`config.mk`:
```
export PLATFORM = sky130hd
export DESIGN_NAME = array_bst_table_engine_flat
export DESIGN_NICKNAME = d
export VERILOG_FILES = /design/src/hdl/abst_pkg.sv /design/src/hdl/abst_if.sv /design/src/hdl/array_bst_table_engine.sv /design/src/hdl/abst_node_ram.sv /design/src/flat_wrapper.sv
export SDC_FILE = /design/constraint.sdc
export NUM_CORES = 1
export LEC_CHECK = 0
export ABC_AREA = 0
export BUFFER_PORTS_ARGS = -buffer_cell sky130_fd_sc_hd__clkbuf_2
export CORE_MARGIN = 3
export CORE_UTILIZATION = 50
export DETAILED_ROUTE_END_ITERATION = 8
export HOLD_SLACK_MARGIN = 0.05
export PLACE_DENSITY = 0.65
export SETUP_SLACK_MARGIN = 0.2
export SLEW_MARGIN = 5
export SYNTH_ARGS = -nofsm -noshare
export SYNTH_HDL_FRONTEND = slang
export SYNTH_SLANG_ARGS = --single-unit
```
`constraint.sdc`:
```
create_clock -name clock -period 10.2 [get_ports clock]
set_input_delay 2.55 -clock clock [delete_from_list [all_inputs] [get_ports clock]]
set_output_delay 2.55 -clock clock [all_outputs]
set_load 0.01 [all_outputs]
```
`src/hdl/abst_pkg.sv`:
```
// shared types, codes and default sizes of the array search tree engine
package abst_pkg;

   localparam int TREE_LEVELS_DEF = 6;
   localparam int KEY_BITS_DEF    = 16;

   localparam int CMD_W    = 2;
   localparam int KEY_W    = 16;
   localparam int STATUS_W = 3;
   localparam int VALUE_W  = 16;

   typedef enum logic [CMD_W-1:0] {
      CMD_INSERT = 2'd0,
      CMD_DELETE = 2'd1,
      CMD_MIN    = 2'd2,
      CMD_MAX    = 2'd3
   } cmd_type;

   typedef enum logic [STATUS_W-1:0] {
      ST_OK       = 3'd0,
      ST_DUP      = 3'd1,
      ST_NOTFOUND = 3'd2,
      ST_FULL     = 3'd3,
      ST_EMPTY    = 3'd4
   } status_type;

   typedef enum logic [2:0] {
      S_CLEAR,
      S_IDLE,
      S_SRCH,
      S_DNODE,
      S_DR,
      S_EXT
   } state_type;

endpackage

```
`src/hdl/abst_if.sv`:
```
// request and response channel interfaces of the array search tree engine
interface abst_req_if;
   logic                         valid;
   logic                         ready;
   logic [abst_pkg::CMD_W-1:0]   command;
   logic [abst_pkg::KEY_W-1:0]   key;

   modport source (output valid, output command, output key, input ready);
   modport sink (input valid, input command, input key, output ready);
endinterface

interface abst_rsp_if;
   logic                          valid;
   logic                          ready;
   logic [abst_pkg::STATUS_W-1:0] status;
   logic [abst_pkg::VALUE_W-1:0]  value;

   modport source (output valid, output status, output value, input ready);
   modport sink (input valid, input status, input value, output ready);
endinterface

```
`src/hdl/array_bst_table_engine.sv`:
```
// array binary search tree engine: insert, delete, minimum and maximum over a node store
// The tree lives in one synchronous memory of 2^TREE_LEVELS-1 nodes, each a valid bit and a
// key; node k has its children at 2k+1 and 2k+2. After reset the engine sweeps the memory,
// clearing every node, with req ready low, then takes one request word at a time and
// returns exactly one response word. The single memory read port sets the pace: one node
// is read per cycle while the last step of a command is not stalled, so insert, min and
// max read one node per level visited, and delete, after its search, pulls a successor or
// predecessor key up into the freed node, walking one level per read, until a leaf is freed.
// A finished response waits in an output register; the next request is accepted meanwhile
// and only its last step stalls until that register is free.
module array_bst_table_engine #(
   parameter int TREE_LEVELS = abst_pkg::TREE_LEVELS_DEF,
   parameter int KEY_BITS    = abst_pkg::KEY_BITS_DEF
) (
   input  logic       clock,
   input  logic       reset,
   abst_req_if.sink   req_chan,
   abst_rsp_if.source rsp_chan
);

   localparam int NODE_COUNT = (1 << TREE_LEVELS) - 1;
   localparam int IDX_W      = TREE_LEVELS;
   localparam int CW         = IDX_W + 1;
   localparam int KW         = (KEY_BITS < abst_pkg::KEY_W) ? KEY_BITS : abst_pkg::KEY_W;
   localparam logic [IDX_W-1:0] LAST_IDX = IDX_W'(NODE_COUNT - 1);
   localparam logic [CW-1:0]    NODES_CW = CW'(NODE_COUNT);

   abst_pkg::state_type  state_ff, state_in;
   abst_pkg::cmd_type    cmd_ff, cmd_in;
   logic [KW-1:0]        key_ff, key_in;
   logic [IDX_W-1:0]     cand_ff, cand_in;
   logic [IDX_W-1:0]     node_ff, node_in;
   logic [IDX_W-1:0]     ext_ff, ext_in;
   logic [KW-1:0]        ek_ff, ek_in;
   logic                 dir_ff, dir_in;
   logic                 first_ff, first_in;
   logic [IDX_W-1:0]     clr_ff, clr_in;

   logic                 rsp_valid_ff, rsp_valid_in;
   abst_pkg::status_type rsp_status_ff, rsp_status_in;
   logic [abst_pkg::VALUE_W-1:0] rsp_value_ff, rsp_value_in;

   logic                 rd_en, wr_en, ram_rd, ram_wr;
   logic [IDX_W-1:0]     rd_addr, wr_addr;
   logic [KW:0]          wr_data, rd_data;
   logic                 rd_valid;
   logic [KW-1:0]        rd_key;

   logic                 accept, go, fin;
   abst_pkg::status_type fin_status;
   logic [KW-1:0]        fin_value;
   logic                 do_finish;
   logic [IDX_W-1:0]     finish_src;
   logic [KW-1:0]        finish_key;

   logic                 key_gt, key_eq, is_del;
   logic [CW-1:0]        srch_child, walk_child, left_w, right_w;
   logic                 srch_in_range, walk_in_range, node_is_leaf;

   abst_node_ram #(
      .ADDR_W (IDX_W),
      .DEPTH  (NODE_COUNT),
      .DATA_W (KW + 1)
   ) u_ram (
      .clock   (clock),
      .wr_en   (ram_wr),
      .wr_addr (wr_addr),
      .wr_data (wr_data),
      .rd_en   (ram_rd),
      .rd_addr (rd_addr),
      .rd_data (rd_data)
   );

   assign rd_valid = rd_data[KW];
   assign rd_key   = rd_data[KW-1:0];
   assign key_gt   = key_ff > rd_key;
   assign key_eq   = key_ff == rd_key;
   assign is_del   = cmd_ff == abst_pkg::CMD_DELETE;

   assign srch_child    = {cand_ff, 1'b0} + CW'(1) + CW'(key_gt);
   assign walk_child    = {cand_ff, 1'b0} + CW'(1) + CW'(dir_ff);
   assign left_w        = {node_ff, 1'b0} + CW'(1);
   assign right_w       = {node_ff, 1'b0} + CW'(2);
   assign srch_in_range = srch_child < NODES_CW;
   assign walk_in_range = walk_child < NODES_CW;
   assign node_is_leaf  = left_w >= NODES_CW;

   assign accept        = req_chan.valid && req_chan.ready;
   assign req_chan.ready = state_ff == abst_pkg::S_IDLE;

   // last step of a command holds while the previous response is still unread
   assign go     = !fin || !rsp_valid_ff || rsp_chan.ready;
   assign ram_rd = rd_en && go;
   assign ram_wr = wr_en && go;

   // next state
   always_comb begin
      state_in = state_ff;
      case (state_ff)
         abst_pkg::S_CLEAR: begin
            if (clr_ff == LAST_IDX) begin
               state_in = abst_pkg::S_IDLE;
            end
         end
         abst_pkg::S_IDLE: begin
            if (accept) begin
               case (abst_pkg::cmd_type'(req_chan.command))
                  abst_pkg::CMD_INSERT, abst_pkg::CMD_DELETE: state_in = abst_pkg::S_SRCH;
                  default: state_in = abst_pkg::S_EXT;
               endcase
            end
         end
         abst_pkg::S_SRCH: begin
            if (rd_valid && key_eq && is_del) begin
               state_in = abst_pkg::S_DNODE;
            end else if (!rd_valid || key_eq || !srch_in_range) begin
               state_in = abst_pkg::S_IDLE;
            end
         end
         abst_pkg::S_DNODE: begin
            state_in = node_is_leaf ? abst_pkg::S_IDLE : abst_pkg::S_DR;
         end
         abst_pkg::S_DR: begin
            state_in = abst_pkg::S_EXT;
         end
         abst_pkg::S_EXT: begin
            if (rd_valid) begin
               if (!walk_in_range) begin
                  state_in = is_del ? abst_pkg::S_DNODE : abst_pkg::S_IDLE;
               end
            end else if (first_ff) begin
               state_in = abst_pkg::S_IDLE;
            end else begin
               state_in = is_del ? abst_pkg::S_DNODE : abst_pkg::S_IDLE;
            end
         end
         default: state_in = abst_pkg::S_IDLE;
      endcase
   end

   // memory accesses, walk registers and results
   always_comb begin
      cmd_in     = cmd_ff;
      key_in     = key_ff;
      cand_in    = cand_ff;
      node_in    = node_ff;
      ext_in     = ext_ff;
      ek_in      = ek_ff;
      dir_in     = dir_ff;
      first_in   = first_ff;
      clr_in     = clr_ff;
      rd_en      = 1'b0;
      rd_addr    = cand_ff;
      wr_en      = 1'b0;
      wr_addr    = node_ff;
      wr_data    = '0;
      fin        = 1'b0;
      fin_status = abst_pkg::ST_OK;
      fin_value  = '0;
      do_finish  = 1'b0;
      finish_src = cand_ff;
      finish_key = rd_key;
      case (state_ff)
         abst_pkg::S_CLEAR: begin
            wr_en   = 1'b1;
            wr_addr = clr_ff;
            clr_in  = clr_ff + IDX_W'(1);
         end
         abst_pkg::S_IDLE: begin
            if (accept) begin
               cmd_in   = abst_pkg::cmd_type'(req_chan.command);
               key_in   = req_chan.key[KW-1:0];
               cand_in  = '0;
               first_in = 1'b1;
               dir_in   = abst_pkg::cmd_type'(req_chan.command) == abst_pkg::CMD_MAX;
               rd_en    = 1'b1;
               rd_addr  = '0;
            end
         end
         abst_pkg::S_SRCH: begin
            if (!rd_valid) begin
               fin = 1'b1;
               if (is_del) begin
                  fin_status = abst_pkg::ST_NOTFOUND;
               end else begin
                  wr_en   = 1'b1;
                  wr_addr = cand_ff;
                  wr_data = {1'b1, key_ff};
               end
            end else if (key_eq) begin
               if (is_del) begin
                  node_in = cand_ff;
               end else begin
                  fin        = 1'b1;
                  fin_status = abst_pkg::ST_DUP;
               end
            end else if (!srch_in_range) begin
               fin        = 1'b1;
               fin_status = is_del ? abst_pkg::ST_NOTFOUND : abst_pkg::ST_FULL;
            end else begin
               cand_in = srch_child[IDX_W-1:0];
               rd_en   = 1'b1;
               rd_addr = srch_child[IDX_W-1:0];
            end
         end
         abst_pkg::S_DNODE: begin
            if (node_is_leaf) begin
               wr_en = 1'b1;
               fin   = 1'b1;
            end else begin
               rd_en   = 1'b1;
               rd_addr = right_w[IDX_W-1:0];
            end
         end
         abst_pkg::S_DR: begin
            rd_en = 1'b1;
            if (rd_valid) begin
               // right subtree present: successor is its leftmost node
               cand_in  = right_w[IDX_W-1:0];
               rd_addr  = right_w[IDX_W-1:0];
               dir_in   = 1'b0;
               first_in = 1'b0;
            end else begin
               // left child may be empty too, then the node is a leaf
               cand_in  = left_w[IDX_W-1:0];
               rd_addr  = left_w[IDX_W-1:0];
               dir_in   = 1'b1;
               first_in = 1'b1;
            end
         end
         abst_pkg::S_EXT: begin
            if (rd_valid) begin
               ext_in   = cand_ff;
               ek_in    = rd_key;
               first_in = 1'b0;
               if (walk_in_range) begin
                  cand_in = walk_child[IDX_W-1:0];
                  rd_en   = 1'b1;
                  rd_addr = walk_child[IDX_W-1:0];
               end else begin
                  do_finish  = 1'b1;
                  finish_src = cand_ff;
                  finish_key = rd_key;
               end
            end else if (first_ff) begin
               fin = 1'b1;
               if (is_del) begin
                  wr_en = 1'b1;
               end else begin
                  fin_status = abst_pkg::ST_EMPTY;
               end
            end else begin
               do_finish  = 1'b1;
               finish_src = ext_ff;
               finish_key = ek_ff;
            end
         end
         default: begin
         end
      endcase
      if (do_finish) begin
         if (is_del) begin
            // pull the found key up, then remove it from below
            wr_en   = 1'b1;
            wr_data = {1'b1, finish_key};
            node_in = finish_src;
         end else begin
            fin       = 1'b1;
            fin_value = finish_key;
         end
      end
   end

   always_comb begin
      rsp_status_in = rsp_status_ff;
      rsp_value_in  = rsp_value_ff;
      rsp_valid_in  = rsp_valid_ff && !rsp_chan.ready;
      if (fin && go) begin
         rsp_valid_in  = 1'b1;
         rsp_status_in = fin_status;
         rsp_value_in  = abst_pkg::VALUE_W'(fin_value);
      end
   end

   always_ff @(posedge clock) begin
      if (reset) begin
         state_ff     <= abst_pkg::S_CLEAR;
         clr_ff       <= '0;
         rsp_valid_ff <= 1'b0;
      end else begin
         rsp_valid_ff <= rsp_valid_in;
         if (go) begin
            state_ff <= state_in;
            clr_ff   <= clr_in;
         end
      end
   end

   always_ff @(posedge clock) begin
      rsp_status_ff <= rsp_status_in;
      rsp_value_ff  <= rsp_value_in;
      if (go) begin
         cmd_ff   <= cmd_in;
         key_ff   <= key_in;
         cand_ff  <= cand_in;
         node_ff  <= node_in;
         ext_ff   <= ext_in;
         ek_ff    <= ek_in;
         dir_ff   <= dir_in;
         first_ff <= first_in;
      end
   end

   assign rsp_chan.valid  = rsp_valid_ff;
   assign rsp_chan.status = rsp_status_ff;
   assign rsp_chan.value  = rsp_value_ff;

   a_busy_after_accept: assert property (@(posedge clock) disable iff (reset)
      accept |=> state_ff != abst_pkg::S_IDLE)
      else $error("engine idle right after taking a request");

   a_no_write_idle: assert property (@(posedge clock) disable iff (reset)
      state_ff == abst_pkg::S_IDLE |-> !ram_wr)
      else $error("node store written while idle");

   a_stall_holds: assert property (@(posedge clock) disable iff (reset)
      (fin && !go) |=> state_ff == $past(state_ff) && !$past(ram_wr))
      else $error("finishing step moved while response register busy");

   a_value_only_ok: assert property (@(posedge clock) disable iff (reset)
      (rsp_valid_ff && rsp_status_ff != abst_pkg::ST_OK) |-> rsp_value_ff == '0)
      else $error("nonzero value on a failed response");

endmodule

```
`src/hdl/abst_node_ram.sv`:
```
// node store: one write port, one read port with registered read data
module abst_node_ram #(
   parameter int ADDR_W = abst_pkg::TREE_LEVELS_DEF,
   parameter int DEPTH  = (1 << abst_pkg::TREE_LEVELS_DEF) - 1,
   parameter int DATA_W = abst_pkg::KEY_BITS_DEF + 1
) (
   input  logic              clock,
   input  logic              wr_en,
   input  logic [ADDR_W-1:0] wr_addr,
   input  logic [DATA_W-1:0] wr_data,
   input  logic              rd_en,
   input  logic [ADDR_W-1:0] rd_addr,
   output logic [DATA_W-1:0] rd_data
);

   logic [DATA_W-1:0] mem [DEPTH];
   logic [DATA_W-1:0] rd_data_ff;

   always_ff @(posedge clock) begin
      if (wr_en) begin
         mem[wr_addr] <= wr_data;
      end
   end

   always_ff @(posedge clock) begin
      if (rd_en) begin
         rd_data_ff <= mem[rd_addr];
      end
   end

   assign rd_data = rd_data_ff;

endmodule

```
`src/flat_wrapper.sv`:
```
// flat-port wrapper written by rule: the top's interface ports become plain ports
module array_bst_table_engine_flat 
#(
   parameter int TREE_LEVELS = abst_pkg::TREE_LEVELS_DEF,
   parameter int KEY_BITS    = abst_pkg::KEY_BITS_DEF
)
  (clock, reset, req_chan_valid, req_chan_command, req_chan_key, req_chan_ready, rsp_chan_valid, rsp_chan_status, rsp_chan_value, rsp_chan_ready);
  abst_req_if req_chan_i ();
  abst_rsp_if rsp_chan_i ();
  input  logic clock;
  input  logic reset;
  input wire logic [$bits(req_chan_i.valid)-1:0] req_chan_valid;
  input wire logic [$bits(req_chan_i.command)-1:0] req_chan_command;
  input wire logic [$bits(req_chan_i.key)-1:0] req_chan_key;
  output wire logic [$bits(req_chan_i.ready)-1:0] req_chan_ready;
  output wire logic [$bits(rsp_chan_i.valid)-1:0] rsp_chan_valid;
  output wire logic [$bits(rsp_chan_i.status)-1:0] rsp_chan_status;
  output wire logic [$bits(rsp_chan_i.value)-1:0] rsp_chan_value;
  input wire logic [$bits(rsp_chan_i.ready)-1:0] rsp_chan_ready;
  assign req_chan_i.valid = req_chan_valid;
  assign req_chan_i.command = req_chan_command;
  assign req_chan_i.key = req_chan_key;
  assign req_chan_ready = req_chan_i.ready;
  assign rsp_chan_valid = rsp_chan_i.valid;
  assign rsp_chan_status = rsp_chan_i.status;
  assign rsp_chan_value = rsp_chan_i.value;
  assign rsp_chan_i.ready = rsp_chan_ready;
  array_bst_table_engine #(.TREE_LEVELS(TREE_LEVELS), .KEY_BITS(KEY_BITS)) u_core (.clock(clock), .reset(reset), .req_chan(req_chan_i), .rsp_chan(rsp_chan_i));
endmodule
```
# Yosys cells after proc, flatten, opt, wreduce, memory -nomap -nowiden

Memory sizes are Yosys's and may differ from the RTL's. A register that Yosys moved wholly into a read port is not among the register bits.
Cells that the tools add are included.

Logic and storage cells: 159
Memories: 1
Output and inout bits: 21
Bits of input ports: 22
Memory bits (writable): 1071
Register bits after elaboration: 83

Memory list:

| memory           | words | width | rd ports | clocked after Yosys merged registers in | wr ports | RTL line            | RTL |
|---|---|---|---|---|---|---|---|
| u_core.u_ram.mem | 63    | 17    | 1        | 1                                       | 1        | abst_node_ram.sv:16 | `logic [DATA_W-1:0] mem [DEPTH];` |

Bitwise gates (word level): 1
Magnitude comparators: 4
Multiplexer cells: 89
Reduce and logical (&&, ||, !) cells: 30
Add/subtract/negate cells: 6
Equal/unequal tests: 15

Operators with widths:

| operator                                                                            | count |
|---|---|
| 6-bit 2-to-1 mux                                                                    | 19 |
| 17-bit 2-to-1 mux                                                                   | 5 |
| 16-bit 2-to-1 mux                                                                   | 3 |
| 3-bit 2-to-1 mux                                                                    | 15 |
| 1-bit 2-to-1 mux                                                                    | 35 |
| 6-bit case mux with 5 select lines                                                  | 1 |
| 6-bit case mux with 4 select lines                                                  | 1 |
| 3-bit case mux with 6 select lines                                                  | 1 |
| 16-bit == test                                                                      | 1 |
| 16-bit > comparator                                                                 | 1 |
| 7-bit by 1-bit adder with 7-bit output                                              | 2 |
| 7-bit by 1-bit adder with 7-bit output, second input constant                       | 2 |
| 7-bit by 6-bit less-than comparator with 1-bit output, second input constant        | 2 |
| 6-bit case mux with 2 select lines                                                  | 1 |
| 3-bit AND reduction                                                                 | 3 |
| 7-bit by 6-bit greater-or-equal comparator with 1-bit output, second input constant | 1 |
| 1-bit logical AND                                                                   | 7 |
| 6-bit by 1-bit adder with 6-bit output, second input constant                       | 1 |
| 6-bit by 2-bit adder with 6-bit output, second input constant                       | 1 |
| 3-bit by 2-bit == test with 1-bit output, second input constant                     | 2 |
| 3-bit == test, second input constant                                                | 2 |
| 6-bit == test, second input constant                                                | 1 |
| 1-bit case mux with 3 select lines                                                  | 2 |
| 3-bit case mux with 2 select lines                                                  | 1 |
| 23 further kinds                                                                    | 35 |

# Longest topological paths before layout

Gate-level depths: netlist of run 1.

Depth in word-level cells: 15
Gate-level depth with buffers: 24
Gate-level depth less buffers: 19

# By module

Synthesis of run 1 repeated with hierarchy kept, for this count alone.

Cell total of the unflattened synthesis: 2383
Area, all modules: 46646.0 um2

By module, submodules not included:

| module                 | area each (um2) | cells each | times used | sequential area each (um2) |
|---|---|---|---|---|
| abst_node_ram          | 41793.8         | 1906       | 1          | 32671.3 |
| array_bst_table_engine | 4852.2          | 477        | 1          | 2392.3 |

# Worst setup path after synthesis of run 1

No wires, ideal clock.

Path type: flip-flop to flip-flop
Start: register u_core.u_ram.rd_data_ff[16] (netlist: u_core.u_ram.rd_data[16]) (read register of u_core.u_ram.mem)
End: memory u_core.u_ram.mem[0][10] (netlist bit), data pin
Cell stages (with the launch flop): 9
Library setup time: 694 ps
Path slack: 4859 ps
Arrival: 4647 ps
Required time: 9506 ps
Clock period less this slack: 5341 ps
Path buffers: 5
Cell sequence: edfxtp_1 -> clkbuf_1 -> buf_2 -> clkbuf_1 -> nor3_1 -> buf_1 -> clkbuf_1 -> mux2i_1 -> o21ai_0

Cells in the longest elaborated chain, start to end: 4

RTL lines:

| item                                                          | RTL line                                                     | RTL |
|---|---|---|
| start, declared                                               | abst_node_ram.sv:17                                          | `logic [DATA_W-1:0] rd_data_ff;` |
| 17-bit 2-to-1 mux / 16-bit 2-to-1 mux (equally long branches) | array_bst_table_engine.sv:181, array_bst_table_engine.sv:232 |  |
| 17-bit 2-to-1 mux / 16-bit 2-to-1 mux (equally long branches) | array_bst_table_engine.sv:163                                | `case (state_ff)` |
| 17-bit 2-to-1 mux                                             | array_bst_table_engine.sv:262                                | `if (is_del) begin` |
| 17-bit 2-to-1 mux (*)                                         | array_bst_table_engine.sv:261                                | `if (do_finish) begin` |
| named net u_core.u_ram.wr_data[10]                            | abst_node_ram.sv:10                                          | `input logic [DATA_W-1:0] wr_data,` |
| end, declared                                                 | abst_node_ram.sv:16                                          |  |

Mark *: on every way through the listed nets, which the timed path passes. The rest lies on a longest branch.

# Final worst setup path of run 1

Start: register u_core.u_ram.rd_data_ff[13] (netlist: u_core.u_ram.rd_data[13]) (read register of u_core.u_ram.mem)
End: register u_core.u_ram.rd_data_ff[9] (netlist: u_core.u_ram.rd_data[9]) (read register of u_core.u_ram.mem), data pin

Cells in the longest elaborated chain, start to end: 13

RTL lines:

| item                                                  | RTL line                      | RTL |
|---|---|---|
| 16-bit > comparator                                   | array_bst_table_engine.sv:76  | `assign key_gt = key_ff > rd_key;` |
| 7-bit by 1-bit adder with 7-bit output                | array_bst_table_engine.sv:80  | `assign srch_child = {cand_ff, 1'b0} + CW'(1) + CW'(key_gt);` |
| 7-bit by 6-bit less-than comparator with 1-bit output | array_bst_table_engine.sv:84  | `assign srch_in_range = srch_child < NODES_CW;` |
| 1-bit 2-to-1 mux                                      | array_bst_table_engine.sv:197 | `end else if (!srch_in_range) begin` |
| 1-bit 2-to-1 mux                                      | array_bst_table_engine.sv:190 | `end else if (key_eq) begin` |
| 1-bit 2-to-1 mux                                      | array_bst_table_engine.sv:181 | `if (!rd_valid) begin` |
| 1-bit case mux with 3 select lines                    | array_bst_table_engine.sv:163 |  |
| 1-bit 2-to-1 mux                                      | array_bst_table_engine.sv:262 |  |
| 1-bit 2-to-1 mux                                      | array_bst_table_engine.sv:261 |  |
| 1-bit logical NOT                                     | array_bst_table_engine.sv:92  | `assign go = !fin \|\| !rsp_valid_ff \|\| rsp_chan.ready;` |
| 1-bit logical OR (2 in a row)                         | array_bst_table_engine.sv:92  |  |
| 1-bit logical AND                                     | array_bst_table_engine.sv:93  | `assign ram_rd = rd_en && go;` |

Several ways; a longest one is shown, not always the timed one.
A chain may end at the register's enable or synchronous reset.

==> results.yml, run 1 <==
sta:
  hold_viol: 0
  period_minus_slack_ps: 7262
  tns_ps: 0
  setup_viol: 0
  rsz0062_at_grt: "no"
  skew_ps: 28.96
  relSlewSlack_pct: 18.08
  drv_slew: 0
  fmax_mhz: 137.7
  tightest_slew_ps: 1229
  finalCritPeriodShare_pct: 71.20
global_routing:
  antenna_found_initial: 1
  first_global_vias: 28876
  grt_pass1_wl_um: 195600
  grt_start_max_net_pins: 162
  gr-total-overflow: 0
  track_usage_pct: 26.25
setup_path:
  slowest_delay_ps: 610
  critical_path_depth: 19
  critPathTopFamily: "simple AND/OR/NAND/NOR gates"
  rr_endpoint: "u_core.u_ram.rd_data[9]"
  path_max_fanout: 31
  endpoint: "u_core.u_ram.rd_data[9]"
  crit_arrival_ps: 7680
  endpoint_kind: "register"
  cp_cell_sequence: "inv_1 -> ha_1 -> a21oi_1 -> o21ai_0 -> nor4_1 -> nand3_1 -> and2_1 -> ha_1 -> inv_1 -> or3_1 -> o21ai_4 -> buf_4 -> a31oi_2 -> a31o_2 -> nand2_2 -> buf_4 -> nand3_1 -> o22a_1 -> o311a_1"
  startpoint_type: "register"
  path_buf_inv: 4
  cp_slowest_cell: "o21ai_4"
  critical_path.startpoint: "u_core.u_ram.rd_data[13]"
  reg2regPathDepth: 19
  reg2reg_slack_ps: 2940
  reg2reg_from: "u_core.u_ram.rd_data[13]"
  critPathKind: "reg -> reg"
  crit_required_ps: 10620
finish:
  antenna_cells: 0
  final_cell_mix: "edfxtp_1, nand2_1, nand3_1"
  final_common_cell: "edfxtp_1"
  fin_nets: 3606
  area_growth_syn_to_layout_pct: 11.78
  layout.cells.non_filler: 4923
  utilization_pct: 56.68
  layout-drive-gt1-share_pct: 12.00
power_and_ir_drop:
  power_mw: 16.15
  ir_drop_mv: 0.4160
  p_per_area_nw_per_um2: 298.2
  total_leakage_power_nw: 19.61
route:
  final_antenna_net_count: 0
  drc: 0
  routed_via_density: 6.184
  avgRoutedWirePerCell_um: 26.94
  dr.pass1.iters: 6
  num_vias: 30442
  dr.first_iter.drc_count: 4026
  wl_um: 132600
clock_tree:
  clk_path_buf_depth: 3
  clk_latency_ps: 700
  cts_sinks: 1171
  post_cts_buffers: 0
  ctsHoldBuffers: 0
  cts_tree: "done"
  cts_buffers: 116
  path_clk_slew_ps: 60
  h-tree-depth: 3
  cts.repair.resized: 0
  cts_root_buf: "clkbuf_16"
synthesis:
  syn_area_um2: 48470
  ys_types: 85
  synthTopCellsByArea: "edfxtp_1, nand2_1, nand3_1"
  synthArstFlopShare_pct: 0
  ys_ff_latch: 1171
  yosys_warnings: 0
  synth_ff_type: "edfxtp_1"
  synth_top_area_share_pct: 71.93
  synth-edff-count: 1161
  avgSynthCellArea_um2: 13.79
  yosysTopAreaCell: "edfxtp_1"
  syn_inst: 3516
  synth_nets: 3560
  ys_seq_area_share_pct: 72.34
run_status:
  status: "finished, final reports clean"
floorplanning:
  chipWidth_um: 317.4
  die-area_um2: 100700
  io_pins: 43
  die_h_um: 317.4
  coreArea_um2: 95580
  rows: 113
  initial_utilization_pct: 50.71
place:
  port_buffers: 42
  placed_cells: 4709
  dp_hpwl_um: 77890
  gp_congestion: 0.9391
worst_hold_path:
  holdCritPathClass: "reg -> reg"
job:
  max_cap_violations: 0
[cells in the mapped netlist, types with 18 or more instances]
master    count
and3_1       80
a31oi_1      71
mux2i_1      75
ha_1         22
a211oi_1    139
buf_2        82
nand4_1      31
a21oi_1      53
clkbuf_1    110
a311oi_1     29
mux4_2       54
nand2_1     755
edfxtp_1   1161
inv_1        74
nand3_1     278
o21ai_0      45
nor2_1      151
buf_1        18
[worst min-delay path by stage]
stage / start / to / cells past startpoint
6_report: u_core.u_ram.rd_data[9] / u_core.ek_ff[9] / 0
5_1_grt: u_core.u_ram.rd_data[9] / u_core.ek_ff[9] / 0
4_1_cts: u_core.u_ram.rd_data[9] / u_core.ek_ff[9] / 0
3_5_place_dp: u_core.u_ram.rd_data[9] / u_core.ek_ff[9] / 0
3_3_place_gp: u_core.u_ram.rd_data[9] / u_core.ek_ff[9] / 0
2_1_floorplan: u_core.cand_ff[2] / u_core.ext_ff[2] / 0
[cell type report]
| type | count | area (um^2) |
|---|---|---|
| Clock buffer | 146 | 3035 |
| Clock inverter | 68 | 688.2 |
| Fill cell | 7482 | 41400 |
| Inverter | 76 | 285.3 |
| Multi-Input combinational cell | 2037 | 12340 |
| Sequential cell | 1171 | 35060 |
| Tap cell | 1265 | 1583 |
| Timing Repair Buffer | 160 | 1184 |
[sequential cells by signal (all words and copies together) (netlist names)]
| name | flops |
|---|---|
| u_core.first_ff | 1 |
| u_core.cmd_ff | 2 |
| u_core.u_ram.rd_data | 17 |
| u_core.clr_ff | 6 |
| u_core.dir_ff | 1 |
| u_core.cand_ff | 6 |
| u_core.rsp_chan.value | 16 |
| u_core.node_ff | 6 |
| u_core.rsp_chan.valid | 1 |
| u_core.state_ff | 3 |
| u_core.ek_ff | 16 |
| u_core.u_ram.mem | 1071 |
| u_core.rsp_chan.status | 3 |
| u_core.ext_ff | 6 |
| u_core.key_ff | 16 |
[per-stage QoR]
step                      hold WS, ps  instance area [um^2]  worst slack (ps)
after floorplan                 420.6                 48470              4859
after CTS                       482.7                 54180              2980
after detailed placement        474.9                 50450              3024
after global routing            515.6                 54180              2579
final                           487.9                 54180              2938
after global placement          466.5                 50450              3126
[worst register-to-register path: stages, from the launching register on]
cell      delay, ps
edfxtp_1        410
inv_1            60
ha_1            330
a21oi_1         150
o21ai_0         110
nor4_1          400
nand3_1         380
and2_1          290
ha_1            280
inv_1            60
or3_1           460
o21ai_4         610
buf_4           460
a31oi_2         210
a31o_2          540
nand2_2         420
buf_4           530
nand3_1         600
o22a_1          460
o311a_1         220
[where the power goes]
group / total [mW] / internal [mW] / switching, mW
clock: 4.19 / 2.38 / 1.81
combinational: 6.25 / 1.75 / 4.50
sequential: 5.71 / 5.55 / 0.166
total: 16.2 / 9.68 / 6.47
[cells by family after synthesis]
logic type	Yosys count	synth area share (%)
and+or+nand+nor	1364	12.31
xor gates and xnor gates	16	0.2891
buffers and inverters	308	2.814
DFF	1171	72.34
adders and majority gates	22	0.5679
muxes	130	4.081
AOI/OAI and AO/OA	505	7.595
[per-layer routing]
layer	part of all wire, %	global-route usage (%)	vias up
met5	0	0	-
met4	3.7	9.534	0
met3	9.6	4.581	236
met2	45	39.20	1555
met1	42	38.99	15271
li1	-	-	13380
(Power assumes the default switching activity.)
==> inputs of run 2 (changes only) <==
PLACE_DENSITY = 0.68   (was 0.65)
clock period = 6.2 ns   (was 10.2 ns; I/O delays follow)
==> run 2 against run 1 <==
Combinational power up 82%. Critical path depth up 2. Worst setup slack worse by 2700 ps. Power up 74%. Clock power up 74%. Sequential share of layout area down 1.5 points. Count of clock-buffer cells in the layout down 3. Largest cell class unchanged.
==> results.yml, run 2 (same netlist as run 1, synthesis figures left out) <==
sta:
  skew_ps: 59.28
  fmax_mhz: 166.9
  period_minus_slack_ps: 5990
  setup_ws_ps: 209.9
  setup_viol: 0
  hold_viol: 0
  rsz0062_at_grt: "yes"
  fin_hold_ws_ps: 481.9
  finalCritPeriodShare_pct: 96.62
  relSlewSlack_pct: 16.25
  drv_slew: 0
  tns_ps: 0
  tightest_slew_ps: 1256
finish:
  largest_reg_flops: 1071
  fin_nets: 3705
  final_cell_mix: "edfxtp_1, nand2_1, nand3_1"
  regMostFlops: "u_core.u_ram.mem"
  area_growth_syn_to_layout_pct: 14.41
  final_common_cell: "edfxtp_1"
  layout-drive-gt1-share_pct: 14.67
  final_design_area_no_fill_um2: 55450
global_routing:
  track_usage_pct: 26.78
  first_global_vias: 30020
  grt_start_max_net_pins: 84
  grt_pass1_wl_um: 198700
  antenna_found_initial: 4
  gr-total-overflow: 0
clock_tree:
  ctsHoldBuffers: 0
  cts_tree: "done"
  path_clk_slew_ps: 60
  h-tree-depth: 3
  cts_root_buf: "clkbuf_16"
  clk_latency_ps: 730
  clk_path_buf_depth: 3
  cts_sinks: 1171
  cts_buffers: 118
route:
  drc: 0
  wl_um: 135100
  dr.first_iter.drc_count: 4452
  dr.pass1.iters: 7
  num_vias: 31256
  routed_via_density: 6.214
  avgRoutedWirePerCell_um: 26.86
  final_antenna_net_count: 0
power_and_ir_drop:
  total_leakage_power_nw: 20.31
  p_per_area_nw_per_um2: 505.6
  ir_drop_mv: 0.3680
place:
  placed_cell_area_um2: 51330
  gp_congestion: 0.9298
  port_buffers: 42
  dp_hpwl_um: 82280
  dp_slack_ps: 241.3
setup_path:
  crit_arrival_ps: 6440
  reg2reg_slack_ps: 210
  critPathKind: "reg -> reg"
  rr_endpoint: "u_core.u_ram.rd_data[16]"
  crit_required_ps: 6650
  reg2reg_from: "u_core.u_ram.rd_data[14]"
  endpoint_kind: "register"
  reg2regPathDepth: 21
  path_max_fanout: 17
  startpoint_type: "register"
run_status:
  status: "finished, final reports clean"
job:
  max_cap_violations: 0
floorplanning:
  coreArea_um2: 95580
  die_h_um: 317.4
  rows: 113
  chipWidth_um: 317.4
  die-area_um2: 100700
  io_pins: 43
  initial_utilization_pct: 50.71
worst_hold_path:
  min_delay_worst_endpoint: "u_core.ek_ff[10]"
  hold_depth: 0
  holdCritPathClass: "reg -> reg"
  worstHoldStart: "u_core.u_ram.rd_data[10]"
[run 2: what timing repair did]
item                                    4_1_cts  5_1_grt
gates resized for setup                       0        9
setup buffers                                 0        6
endpoints found under the setup margin        0      396
[run 2: how the worst max path moves through the flow]
stage / from / end / slack (ps) / depth (start not counted)
global route: u_core.u_ram.rd_data[13] / u_core.u_ram.rd_data[5] / 130 / 21
floorplan: u_core.u_ram.rd_data[16] / u_core.u_ram.mem[0][10] / 860 / 8
CTS: u_core.u_ram.rd_data[14] / u_core.u_ram.rd_data[5] / 200 / 21
global placement: req_chan_valid / u_core.u_ram.rd_data[5] / 210 / 13
detailed placement: req_chan_valid / u_core.u_ram.rd_data[5] / 240 / 13
finish: u_core.u_ram.rd_data[14] / u_core.u_ram.rd_data[16] / 210 / 21
[run 2: layout make-up]
class	instances	area, um^2
Antenna cell	2	5.005
Clock buffer	143	3068
Clock inverter	79	920.9
Fill cell	7415	40120
Inverter	76	285.3
Multi-Input combinational cell	2039	12390
Sequential cell	1171	35060
Tap cell	1265	1583
Timing Repair Buffer	255	2135
[run 2: metrics by stage]
step	total power [mW]	cells	utilization (%)
final	28.04	5030	58.02
after global routing	29.09	5028	58.01
after CTS	27.78	5019	57.88
after floorplan	15.99	3516	-
after detailed placement	20.50	4797	53.71
after global placement	20.44	4797	53.71
[run 2: report_power, final]
group          internal (mW)  switching (mW)
clock                   4.24            3.03
combinational           3.57            7.84
sequential              9.12           0.237
total                   16.9            11.1
[run 2: metal layers]
| metal | GRT usage, % | part of all wire [%] | up-vias |
|---|---|---|---|
| met2 | 39.94 | 44 | 1917 |
| met1 | 37.93 | 39 | 15390 |
| met3 | 6.575 | 12 | 344 |
| li1 | - | - | 13599 |
| met5 | 0 | 0.028 | - |
| met4 | 11.07 | 4.5 | 6 |
[run 2: worst max-delay path, cell delays in order, from the launching register on]
cell      delay (ps)
edfxtp_1         370
inv_1             60
ha_1             340
and4_1           250
nand2_1           90
a211o_1          280
nand3_1          110
and2_1           190
ha_1             230
nand2_1          100
o21a_1           250
nor4_1           360
nand4_1          500
o211a_4          470
buf_12           220
buf_4            210
nand2_1           80
nand3_1           80
and3_1           240
o21ai_0          450
nand4_1          510
o311a_1          280
